## src/rtl/ssuf_pkg.sv

```systemverilog
package ssuf_pkg;

    localparam int CAPACITY_DEF = 1024;

    localparam int SAMPLE_W = 16;
    localparam int SWEEP_W  = 20;
    localparam int SUM_W    = 18;

    // Configuration register indexes
    localparam logic REG_TOLERANCE  = 1'b0;
    localparam logic REG_MAX_SWEEPS = 1'b1;

    localparam logic [SAMPLE_W-1:0] TOLERANCE_RST  = 16'd655;
    localparam logic [SWEEP_W-1:0]  MAX_SWEEPS_RST = 20'hFFFFF;

    // Result status codes
    localparam logic [1:0] STAT_CONVERGED = 2'd0;
    localparam logic [1:0] STAT_LIMIT     = 2'd1;
    localparam logic [1:0] STAT_SHORT     = 2'd2;
    localparam logic [1:0] STAT_OVERFLOW  = 2'd3;

    // floor(s / 3) = (s * DIV3_MUL) >> DIV3_SHIFT for every s below 2**19
    localparam logic [SUM_W-1:0] DIV3_MUL   = 18'd174763;
    localparam int               DIV3_SHIFT = 19;

    typedef enum logic [2:0] {
        ST_IDLE,
        ST_FETCH,
        ST_SHIFT,
        ST_SUM,
        ST_MUL,
        ST_WRITE,
        ST_DECIDE
    } state_t;

    typedef struct packed {
        logic sum_en;
        logic mul_en;
        logic first;
        logic last;
    } avg_ctl_t;

endpackage

```

## src/rtl/ssuf_avg.sv

```systemverilog
module ssuf_avg (
    input  logic                              clk,
    input  ssuf_pkg::avg_ctl_t                ctl,
    input  logic [ssuf_pkg::SAMPLE_W-1:0]     a,
    input  logic [ssuf_pkg::SAMPLE_W-1:0]     b,
    input  logic [ssuf_pkg::SAMPLE_W-1:0]     c,
    output logic [ssuf_pkg::SAMPLE_W-1:0]     avg
);

    logic [ssuf_pkg::SUM_W-1:0]     sum_reg;
    logic                           end_reg;
    logic [ssuf_pkg::SAMPLE_W-1:0]  avg_reg;
    logic [2*ssuf_pkg::SUM_W-1:0]   prod;
    logic [ssuf_pkg::SUM_W-1:0]     a_ext;
    logic [ssuf_pkg::SUM_W-1:0]     b_ext;
    logic [ssuf_pkg::SUM_W-1:0]     c_ext;

    assign a_ext = ssuf_pkg::SUM_W'(a);
    assign b_ext = ssuf_pkg::SUM_W'(b);
    assign c_ext = ssuf_pkg::SUM_W'(c);

    // Reciprocal multiply stands in for the divide by three
    assign prod = (2*ssuf_pkg::SUM_W)'(sum_reg) * (2*ssuf_pkg::SUM_W)'(ssuf_pkg::DIV3_MUL);

    always_ff @(posedge clk)
    begin
        if (ctl.sum_en)
        begin
            if (ctl.first)
                sum_reg <= b_ext + c_ext;
            else if (ctl.last)
                sum_reg <= a_ext + b_ext;
            else
                sum_reg <= a_ext + b_ext + c_ext;
            end_reg <= ctl.first | ctl.last;
        end
        if (ctl.mul_en)
        begin
            if (end_reg)
                avg_reg <= sum_reg[ssuf_pkg::SAMPLE_W:1];
            else
                avg_reg <= prod[ssuf_pkg::DIV3_SHIFT +: ssuf_pkg::SAMPLE_W];
        end
    end

    assign avg = avg_reg;

endmodule

```

## config.mk

```make
export PLATFORM = sky130hd
export DESIGN_NAME = ssuf_avg
export DESIGN_NICKNAME = d
export VERILOG_FILES = /design/src/rtl/ssuf_pkg.sv /design/src/rtl/ssuf_avg.sv
export SDC_FILE = /design/constraint.sdc
export NUM_CORES = 1
export LEC_CHECK = 0
export ABC_CLOCK_PERIOD_IN_PS = 5200
export BUFFER_PORTS_ARGS = -buffer_cell sky130_fd_sc_hd__clkbuf_2
export CAP_MARGIN = 15
export CORE_MARGIN = 1.5
export CORE_UTILIZATION = 35
export DETAILED_ROUTE_END_ITERATION = 12
export PLACE_DENSITY = 0.61
export SYNTH_ARGS = -nofsm -noshare
export SYNTH_HDL_FRONTEND = slang
export SYNTH_SLANG_ARGS = --single-unit
```

## constraint.sdc

```tcl
create_clock -name clk -period 5.2 [get_ports clk]
set_input_delay 1.3 -clock clk [delete_from_list [all_inputs] [get_ports clk]]
set_output_delay 1.3 -clock clk [all_outputs]
set_load 0.05 [all_outputs]
```

# Word level (Yosys, flattened, before mapping)
# Cells that the tools add are included.
[word_totals]
out_inout_bits = 16
reg_bits = 35
word_cells = 11
inputBits = 53
[classes]
n_mul = 1
addsub = 3
muxes = 3
bitwise_logic = 1
[ops]
columns = ["cell", "count"]
rows = [
  ["18-bit 2-to-1 mux", 2],
  ["18-bit by 18-bit multiplier with 35-bit output, second input constant", 1],
  ["16-bit by 16-bit adder with 17-bit output", 2],
  ["17-bit by 16-bit adder with 18-bit output", 1],
  ["16-bit 2-to-1 mux", 1],
  ["1-bit OR", 1],
]

# Longest topological paths before layout
# Gate-level depths: netlist (run 1).
[depth]
depth_word = 4
depth_mapped = 20

# Worst setup path before layout (run 1)
# OpenSTA, ideal clock, no wires.
[synth_path]
path_kind = "register to register"
from = "register sum_reg[5] in the netlist's numbering"
to = "register avg_reg (netlist bit avg[15]), data pin"
synth_period_minus_slack_ns = 5.616
setup_time_ns = 0.257
n_path_buf = 0
stages_incl_launch_ff = 20
arrival_ns = 5.359
path_slack_ns = -0.416
path_cell_list = "edfxtp_1 ha_1 fa_1 inv_1 fa_1 inv_1 fa_1 inv_1 fa_1 fa_1 inv_1 ha_1 a21oi_1 o21ai_1 a41o_1 a2111oi_2 o21bai_1 o211ai_1 and3_1 nor3_1"
[synth_via]
elab_chain_cells = 2
[synth_rtl]
columns = ["item", "line", "rtl"]
rows = [
  ["start: declaration", "ssuf_avg.sv:10", "logic [ssuf_pkg::SUM_W-1:0] sum_reg;"],
  ["start signal: assignment", "ssuf_avg.sv:30", "sum_reg <= b_ext + c_ext;"],
  ["start signal: assignment", "ssuf_avg.sv:32", "sum_reg <= a_ext + b_ext;"],
  ["start signal: assignment", "ssuf_avg.sv:34", "sum_reg <= a_ext + b_ext + c_ext;"],
  ["18-bit by 18-bit multiplier with 35-bit output", "ssuf_avg.sv:23", "assign prod = (2*ssuf_pkg::SUM_W)'(sum_reg) * (2*ssuf_pkg::SUM_W)'(ssuf_pkg::DIV3_MUL);"],
  ["16-bit 2-to-1 mux", "ssuf_avg.sv:39", "if (end_reg)"],
  ["end signal: assignment", "ssuf_avg.sv:40", "avg_reg <= sum_reg[ssuf_pkg::SAMPLE_W:1];"],
  ["end signal: assignment", "ssuf_avg.sv:42", "avg_reg <= prod[ssuf_pkg::DIV3_SHIFT +: ssuf_pkg::SAMPLE_W];"],
  ["end: declaration", "ssuf_avg.sv:12", "logic [ssuf_pkg::SAMPLE_W-1:0] avg_reg;"],
]
# No other way between the ends.
# A chain may end at the register's enable or synchronous reset.

# Worst setup path in the final report (run 1)
[layout_path]
from = "register sum_reg[5] in the netlist's numbering"
to = "register avg_reg (netlist bit avg[14]), data pin"
# The elaborated chain is that of the path after synthesis.

==> impl_summary.txt, run 1 <==
----------------------------------------------------
[Routing]
  Number of search-and-repair iterations in the first detailed-routing pass ... 4
  ANT nets after route ... 0
  Total via count in the routed design ... about 7500
  Total wire length ... 22.8 mm
  Post-route DRC violation count ... 0
  Initial detailed-routing violation count ... between 300 and 400
  Final routed wire length divided by cell count ... about 15 um
  Detailed-route vias per instance ... approximately 4.9

[Clocking]
  Quantity of hold-fixing buffers added after cts ... 0
  CTS Buf Count ... 5
  Register clock-pin slew on the reported worst setup and hold paths ... around 0.05 ns
  Buffer depth of the longest clock path ... 2
  TritonCTS clock tree ... built
  Root Buffer ... sky130_fd_sc_hd__clkbuf_16
  Clk Latency, worst-skew pair ... around 0.28 ns
  H-tree depth reported by CTS ... 2
  Total clock sinks ... 35

[STA]
  Worst Max-Slew Pin Slew ... ~0.7 ns
  Unrepaired setup endpoints after global routing ... true
  Tcrit/Tclk final ... 103%
  Worst Hold Margin ... 0.828 ns
  Final clock skew ... 0.00405 ns
  Final critical-path setup slack ... -0.154 ns
  Final Slew Violations ... 0
  Worst slew slack as a fraction of its limit ... between 50% and 60%
  Setup Viol. Count Final ... 8
  Highest clock frequency the design can meet ... ~0.19 GHz
  Number of hold violations in the final report ... 0
  Shortest clock period the worst path allows after layout ... approximately 5.4 ns

[Setup path]
  Critical Setup Path Class ... register to register
  Required arrival time at the worst endpoint ... between 5 and 6 ns
  CP peak stage delay ... between 0.5 and 0.6 ns
  Cell family with most CP delay ... adder cells
  Worst-path fanout max ... 4
  Critical path cell sequence ... ha_4 -> fa_1 -> inv_1 -> fa_1 -> fa_1 -> inv_1 -> fa_1 -> inv_1 -> fa_1 -> inv_2 -> ha_4 -> a21oi_4 -> o21ai_2 -> a41o_1 -> a2111oi_4 -> o21bai_2 -> o211ai_1 -> nand3_1 -> nor3b_2
  Cell at the slowest stage of the critical path ... sky130_fd_sc_hd__fa_1
  Buffers and inverters on the worst path ... 4
  Sort of element at the start of the critical path ... register
  Data arrival time of the worst path ... about 5.4 ns
  Critical path capture point type ... register
  CP most frequent cell ... sky130_fd_sc_hd__fa_1

[Finish]
  Number of antenna repair diodes ... 0
  Max FFs per register ... 18
  Area grow syn2layout ... 23.2%
  Most common cell after layout, fill and taps aside ... sky130_fd_sc_hd__inv_1
  Commonest cells after routing, fill and taps aside ... sky130_fd_sc_hd__inv_1, sky130_fd_sc_hd__ha_1, sky130_fd_sc_hd__fa_1
  Layout Utilization ... between 40% and 50%
  Number of nets in the final layout ... approximately 1600
  Final instance area ... 11600 um2
  Fraction of final layout cells sized beyond drive strength 1 ... a little over a fifth

[Synth]
  Mean Syn Cell Area ... around 9.1 um2
  Most used DFF post-synth ... sky130_fd_sc_hd__edfxtp_1
  Synth Cell Area ... roughly 9400 um2
  Count of flip-flops with a built-in enable after synthesis ... 35
  Mapped Cells ... between 1000 and 1500
  Fraction of the mapped netlist area in simple logic gates ... 8.27%
  Number of nets produced by synthesis ... around 1400
  Main combinational cell family by area after synthesis ... adder cells
  Number of library cell types mapped by synthesis ... between 50 and 60
  Synth Area in Compound Gates ... 14.8%
  Portion of netlist area occupied by mux cells ... less than 1%
  Synthesized-area fraction occupied by adder cells ... around half
  Post-Synth XOR/XNOR Area ... 4.83%
  Register bit count reported by yosys ... 35
  Yosys warns ... 0
  Post-synthesis async set-or-reset flop share ... 0%
  Post-synthesis sequential area ratio ... ~11%

[Placement]
  Placement-stage cell area ... 11000 um2
  DPL Wire Length ... between 15 and 20 mm
  Final weighted congestion of routability-driven global placement ... around 0.88
  Number of buffers inserted by port buffering ... 68

[Floorplanning]
  Number of top-level pins ... 69
  Die width ... approximately 170 um
  Placement Rows ... between 50 and 60
  Area enclosed by the die boundary ... between 20000 and 30000 um2
  Chip height ... approximately 170 um
  Floorplan Core Area ... roughly 26000 um2
  Starting Density ... 35.9%

[Global routing]
  Total congestion overflow after global routing ... 0
  Vias in the first global route ... 7655
  Antenna violations before repair ... 0
  First-pass GRT wire length ... 36.4 mm
  Largest net degree at the start of global routing ... 38
  GRT Overall Usage ... around 16%

[Outcome]
  Outcome ... finished with violations
  Violations in the final reports ... setup timing

[Job]
  Max-cap violation count ... 0

[Min path]
  Worst hold-check path type ... register to register

----------------------------------------------------
cell usage after synthesis, drive strengths merged (3+ instances only):
| library cell | n | area (um2) |
|---|---|---|
| o21bai | 11 | 82.6 |
| nor3 | 20 | 100 |
| xnor2 | 28 | 245 |
| a21oi | 60 | 304 |
| a21o | 20 | 150 |
| a211o | 3 | 26.3 |
| and2 | 4 | 25.0 |
| and3 | 12 | 75.1 |
| o31ai | 4 | 30.0 |
| ha | 203 | 2540 |
| nor2b | 7 | 43.8 |
| xor2 | 24 | 210 |
| edfxtp | 35 | 1050 |
| nor2 | 41 | 154 |
| nand2b | 11 | 68.8 |
| clkbuf | 9 | 33.8 |
| nand3 | 9 | 45.0 |
| a31oi | 10 | 62.6 |
| nand2 | 43 | 161 |
| o21ai | 43 | 215 |
| o211ai | 6 | 45.0 |
| o21a | 11 | 82.6 |
| o41ai | 3 | 26.3 |
| a31o | 4 | 35.0 |
| nand4 | 4 | 25.0 |
| inv | 245 | 920 |
| fa | 110 | 2200 |
| a211oi | 18 | 135 |
| a41oi | 4 | 42.6 |
per-layer routing:
layer	GRT usage (%)	share of wire [%]
met2	28.6	48
met1	21.7	48
met4	3.25	1.5
met5	0	0
met3	1.56	2.9
through the flow:
stage / instances / setup TNS [ns] / worst slack [ns]
6_report: 1536 / -0.800 / -0.154
5_1_grt: 1536 / -3.09 / -0.356
4_1_cts: 1531 / -0.920 / -0.194
3_5_place_dp: 1511 / -2.00 / -0.280
3_3_place_gp: 1511 / -1.43 / -0.203
2_1_floorplan: 1037 / 0 / 0.00296
path summary, 6_finish.rpt:
check,slack (ns),endpoint,startpoint,cells after the start
hold / removal,0.83,avg[14],sum_reg[15],3
setup reg to reg,-0.15,avg[14],sum_reg[5],19
hold reg to reg,0.83,avg[14],sum_reg[15],3
setup / recovery,-0.15,avg[14],sum_reg[5],19
tightest hold or removal path, stage by stage, from the launching register on:
cell and delay [ns]:
sky130_fd_sc_hd__edfxtp_1 0.34, sky130_fd_sc_hd__buf_4 0.15, sky130_fd_sc_hd__nor2b_1 0.06, sky130_fd_sc_hd__nor3b_2 0.15
cell families (layout without fill, tap and decap cells):
family          after synthesis  count (layout)
compound gates              215             215
xor+xnor                     52              52
fa+ha+maj                   313             313
buf+inv                     256             420
flops                        35              35
mux                           4               4
simple gates                162             162
area by class of cell:
cell class,count,area (um2)
Clock buffer,6,129
Timing Repair Buffer,167,1120
Inverter,245,920
Sequential cell,35,1050
Fill cell,2577,14700
Clock inverter,2,7.51
Tap cell,335,419
Multi-Input combinational cell,746,7970
timing repair:
| action | CTS | global route |
|---|---|---|
| setup endpoints to repair | 12 | 16 |
| gates cloned | 0 | 0 |
| gates resized for setup | 24 | 60 |
| pin swaps | 25 | 28 |
| setup buffers | 12 | 5 |
| endpoints found under the hold margin | 0 | 0 |
Power of run 1 is left out: the tool's default activity adds up to more than one toggle a clock period on the data nets, which glitch-free logic cannot reach.
==> run 2: changes to the inputs <==
- ABC_CLOCK_PERIOD_IN_PS: 5200 -> 5600
- PLACE_DENSITY: 0.61 -> 0.59
- clock period: 5.2 -> 5.6 ns (I/O delays scaled with it)
==> run 2 against run 1 <==
Effect of this change: the run ends with DRC left; sequential cell count unchanged; non-clock buffer count is 20 lower; critical endpoint is now avg[15]; utilization shrank 1.6 points; via count fell by 2.4%; hold slack got worse by 0.041 ns; critical path type unchanged; sequential share of layout area grew 0.34 points; final area shrank 3.7%; count of clock-buffer cells in the layout grew 1.
==> impl_summary.txt, run 2 (synthesized netlist as in run 1, its figures left out) <==
----------------------------------------------------
[Global routing]
  Antenna violations before repair ... 0 (unchanged)
  First-pass GRT wire length ... 36.9 mm (was 36.4 mm)
  Largest net degree at the start of global routing ... 38 (unchanged)
  Total congestion overflow after global routing ... 0 (unchanged)
  Vias in the first global route ... 7554 (was 7655)
  GRT Overall Usage ... 16.5% (was 16.3%)

[Routing]
  Total via count in the routed design ... 7353 (was 7532)
  Total wire length ... 22.8 mm (about the same)
  Initial detailed-routing violation count ... 304 (was 392)
  Number of search-and-repair iterations in the first detailed-routing pass ... 9 (was 4)
  ANT nets after route ... 0 (unchanged)
  Final routed wire length divided by cell count ... 15.0 um (was 14.8 um)
  Post-route DRC violation count ... 1 (was 0)
  Detailed-route vias per instance ... 4.85 (was 4.90)

[Finish]
  Number of antenna repair diodes ... 0 (unchanged)
  Max FFs per register ... 18 (unchanged)
  Non-filler cells in the finished layout ... 1516 (was 1536)
  Number of nets in the final layout ... 1546 (was 1566)
  Most common cell after layout, fill and taps aside ... sky130_fd_sc_hd__inv_1 (unchanged)
  Area grow syn2layout ... 18.6% (was 23.2%)
  Fraction of final layout cells sized beyond drive strength 1 ... 17.5% (was 21.3%)
  Commonest cells after routing, fill and taps aside ... sky130_fd_sc_hd__inv_1, sky130_fd_sc_hd__ha_1, sky130_fd_sc_hd__fa_1 (unchanged)

[Clocking]
  H-tree depth reported by CTS ... 2 (unchanged)
  Total clock sinks ... 35 (unchanged)
  Quantity of hold-fixing buffers added after cts ... 0 (unchanged)
  Register clock-pin slew on the reported worst setup and hold paths ... 0.05 ns (about the same)
  CTS Buf Count ... 5 (unchanged)
  Root Buffer ... sky130_fd_sc_hd__clkbuf_16 (unchanged)
  TritonCTS clock tree ... built (unchanged)
  Clk Latency, worst-skew pair ... 0.29 ns (was 0.28 ns)
  Buffer depth of the longest clock path ... 2 (unchanged)

[Setup path]
  Critical path cell sequence ... ha_4 -> fa_1 -> inv_2 -> fa_1 -> fa_1 -> inv_2 -> fa_1 -> inv_2 -> fa_1 -> inv_2 -> ha_4 -> a21oi_2 -> o21ai_1 -> a41o_1 -> a2111oi_2 -> o21bai_1 -> o211ai_1 -> and3_1 -> nor3_2 (was ha_4 -> fa_1 -> inv_1 -> fa_1 -> fa_1 -> inv_1 -> fa_1 -> inv_1 -> fa_1 -> inv_2 -> ha_4 -> a21oi_4 -> o21ai_2 -> a41o_1 -> a2111oi_4 -> o21bai_2 -> o211ai_1 -> nand3_1 -> nor3b_2)
  R2R depth ... 19 (unchanged)
  Required arrival time at the worst endpoint ... 5.64 ns (was 5.24 ns)
  Sort of element at the start of the critical path ... register (unchanged)
  Critical path capture point type ... register (unchanged)
  Worst-path fanout max ... 4 (unchanged)
  Crit path depth ... 19 (unchanged)
  Cell at the slowest stage of the critical path ... sky130_fd_sc_hd__fa_1 (unchanged)
  CP most frequent cell ... sky130_fd_sc_hd__fa_1 (unchanged)
  Cell family with most CP delay ... adder cells (unchanged)
  Data arrival time of the worst path ... 5.61 ns (was 5.39 ns)
  CP peak stage delay ... 0.52 ns (was 0.55 ns)
  Buffers and inverters on the worst path ... 4 (unchanged)
  Critical Setup Path Class ... register to register (unchanged)

[STA]
  Setup Viol. Count Final ... 0 (was 8)
  Tcrit/Tclk final ... 99.5% (was 103%)
  Number of hold violations in the final report ... 0 (unchanged)
  Final Slew Violations ... 0 (unchanged)
  Highest clock frequency the design can meet ... 0.179 GHz (was 0.187 GHz)
  Shortest clock period the worst path allows after layout ... 5.57 ns (was 5.35 ns)
  Worst slew slack as a fraction of its limit ... 56.4% (was 53.5%)
  Final clock skew ... 0.00607 ns (was 0.00405 ns)
  Worst Max-Slew Pin Slew ... 0.653 ns (was 0.698 ns)
  Unrepaired setup endpoints after global routing ... true (unchanged)

[Floorplanning]
  Starting Density ... 35.9% (unchanged)
  Placement Rows ... 59 (unchanged)
  Number of top-level pins ... 69 (unchanged)
  Area enclosed by the die boundary ... 27900 um2 (unchanged)
  Die width ... 167 um (unchanged)
  Floorplan Core Area ... 26300 um2 (unchanged)
  Chip height ... 167 um (unchanged)

[Placement]
  Inst Count DP ... 1496 (was 1511)
  DPL Wire Length ... 20.0 mm (was 19.9 mm)
  Number of buffers inserted by port buffering ... 68 (unchanged)
  Final weighted congestion of routability-driven global placement ... 0.886 (was 0.884)

[Min path]
  Number of cells on the worst hold path ... 3 (unchanged)
  Worst hold-check path type ... register to register (unchanged)

[Outcome]
  Violations in the final reports ... DRC (was setup timing)
  Outcome ... finished with violations (unchanged)

[Job]
  Max-cap violation count ... 0 (unchanged)

----------------------------------------------------
## run 2: through the flow
stage	utilization (%)	setup WS, ns	TNS (ns)	instance area (um2)	hold WS (ns)
after global placement	40.6	-0.0810	-0.221	10700	0.733
after global routing	42.6	-0.152	-0.383	11200	0.813
after floorplan	-	0.0276	0	9440	0.628
after CTS	41.4	0.00417	0	10900	0.780
after detailed placement	40.6	-0.170	-0.748	10700	0.767
final	42.6	0.0287	0	11200	0.787
## run 2: layout make-up
class / count / area [um2]
timing repair buffer: 147 / 941
clock buffer: 7 / 133
sequential: 35 / 1050
tap: 335 / 419
clock inverter: 1 / 5.00
inverter: 245 / 920
fill: 2555 / 15100
multi-input combinational: 746 / 7720
## run 2: worst paths after layout
kind	startpoint	to	slack (ns)
setup / recovery	sum_reg[5]	avg[15]	0.03
hold / removal	sum_reg[14]	avg[13]	0.79
setup reg to reg	sum_reg[5]	avg[15]	0.03
hold reg to reg	sum_reg[14]	avg[13]	0.79
## run 2: metal layers
metal / global-route usage (%) / vias up / part of all wire (%) / wire (um)
met5: 0 / - / 0 / 0
met2: 29.1 / 129 / 47 / 10800
met4: 2.66 / 0 / 1.3 / 301
li1: - / 3775 / - / -
met1: 22.1 / 3428 / 48 / 10900
met3: 1.87 / 21 / 3.3 / 753
## run 2: repair_timing
| item | CTS | global route |
|---|---|---|
| gates resized for setup | 8 | 45 |
| setup buffers | 3 | 9 |
| setup endpoints to repair | 8 | 13 |
| pin swaps | 9 | 51 |
## run 2: worst min-delay path, cell delays in order (launching register included)
cell	delay (ns)
sky130_fd_sc_hd__edfxtp_1	0.38
sky130_fd_sc_hd__buf_4	0.16
sky130_fd_sc_hd__nand2_1	0.07
sky130_fd_sc_hd__o31ai_2	0.06
Power of run 2 is left out for the same reason.
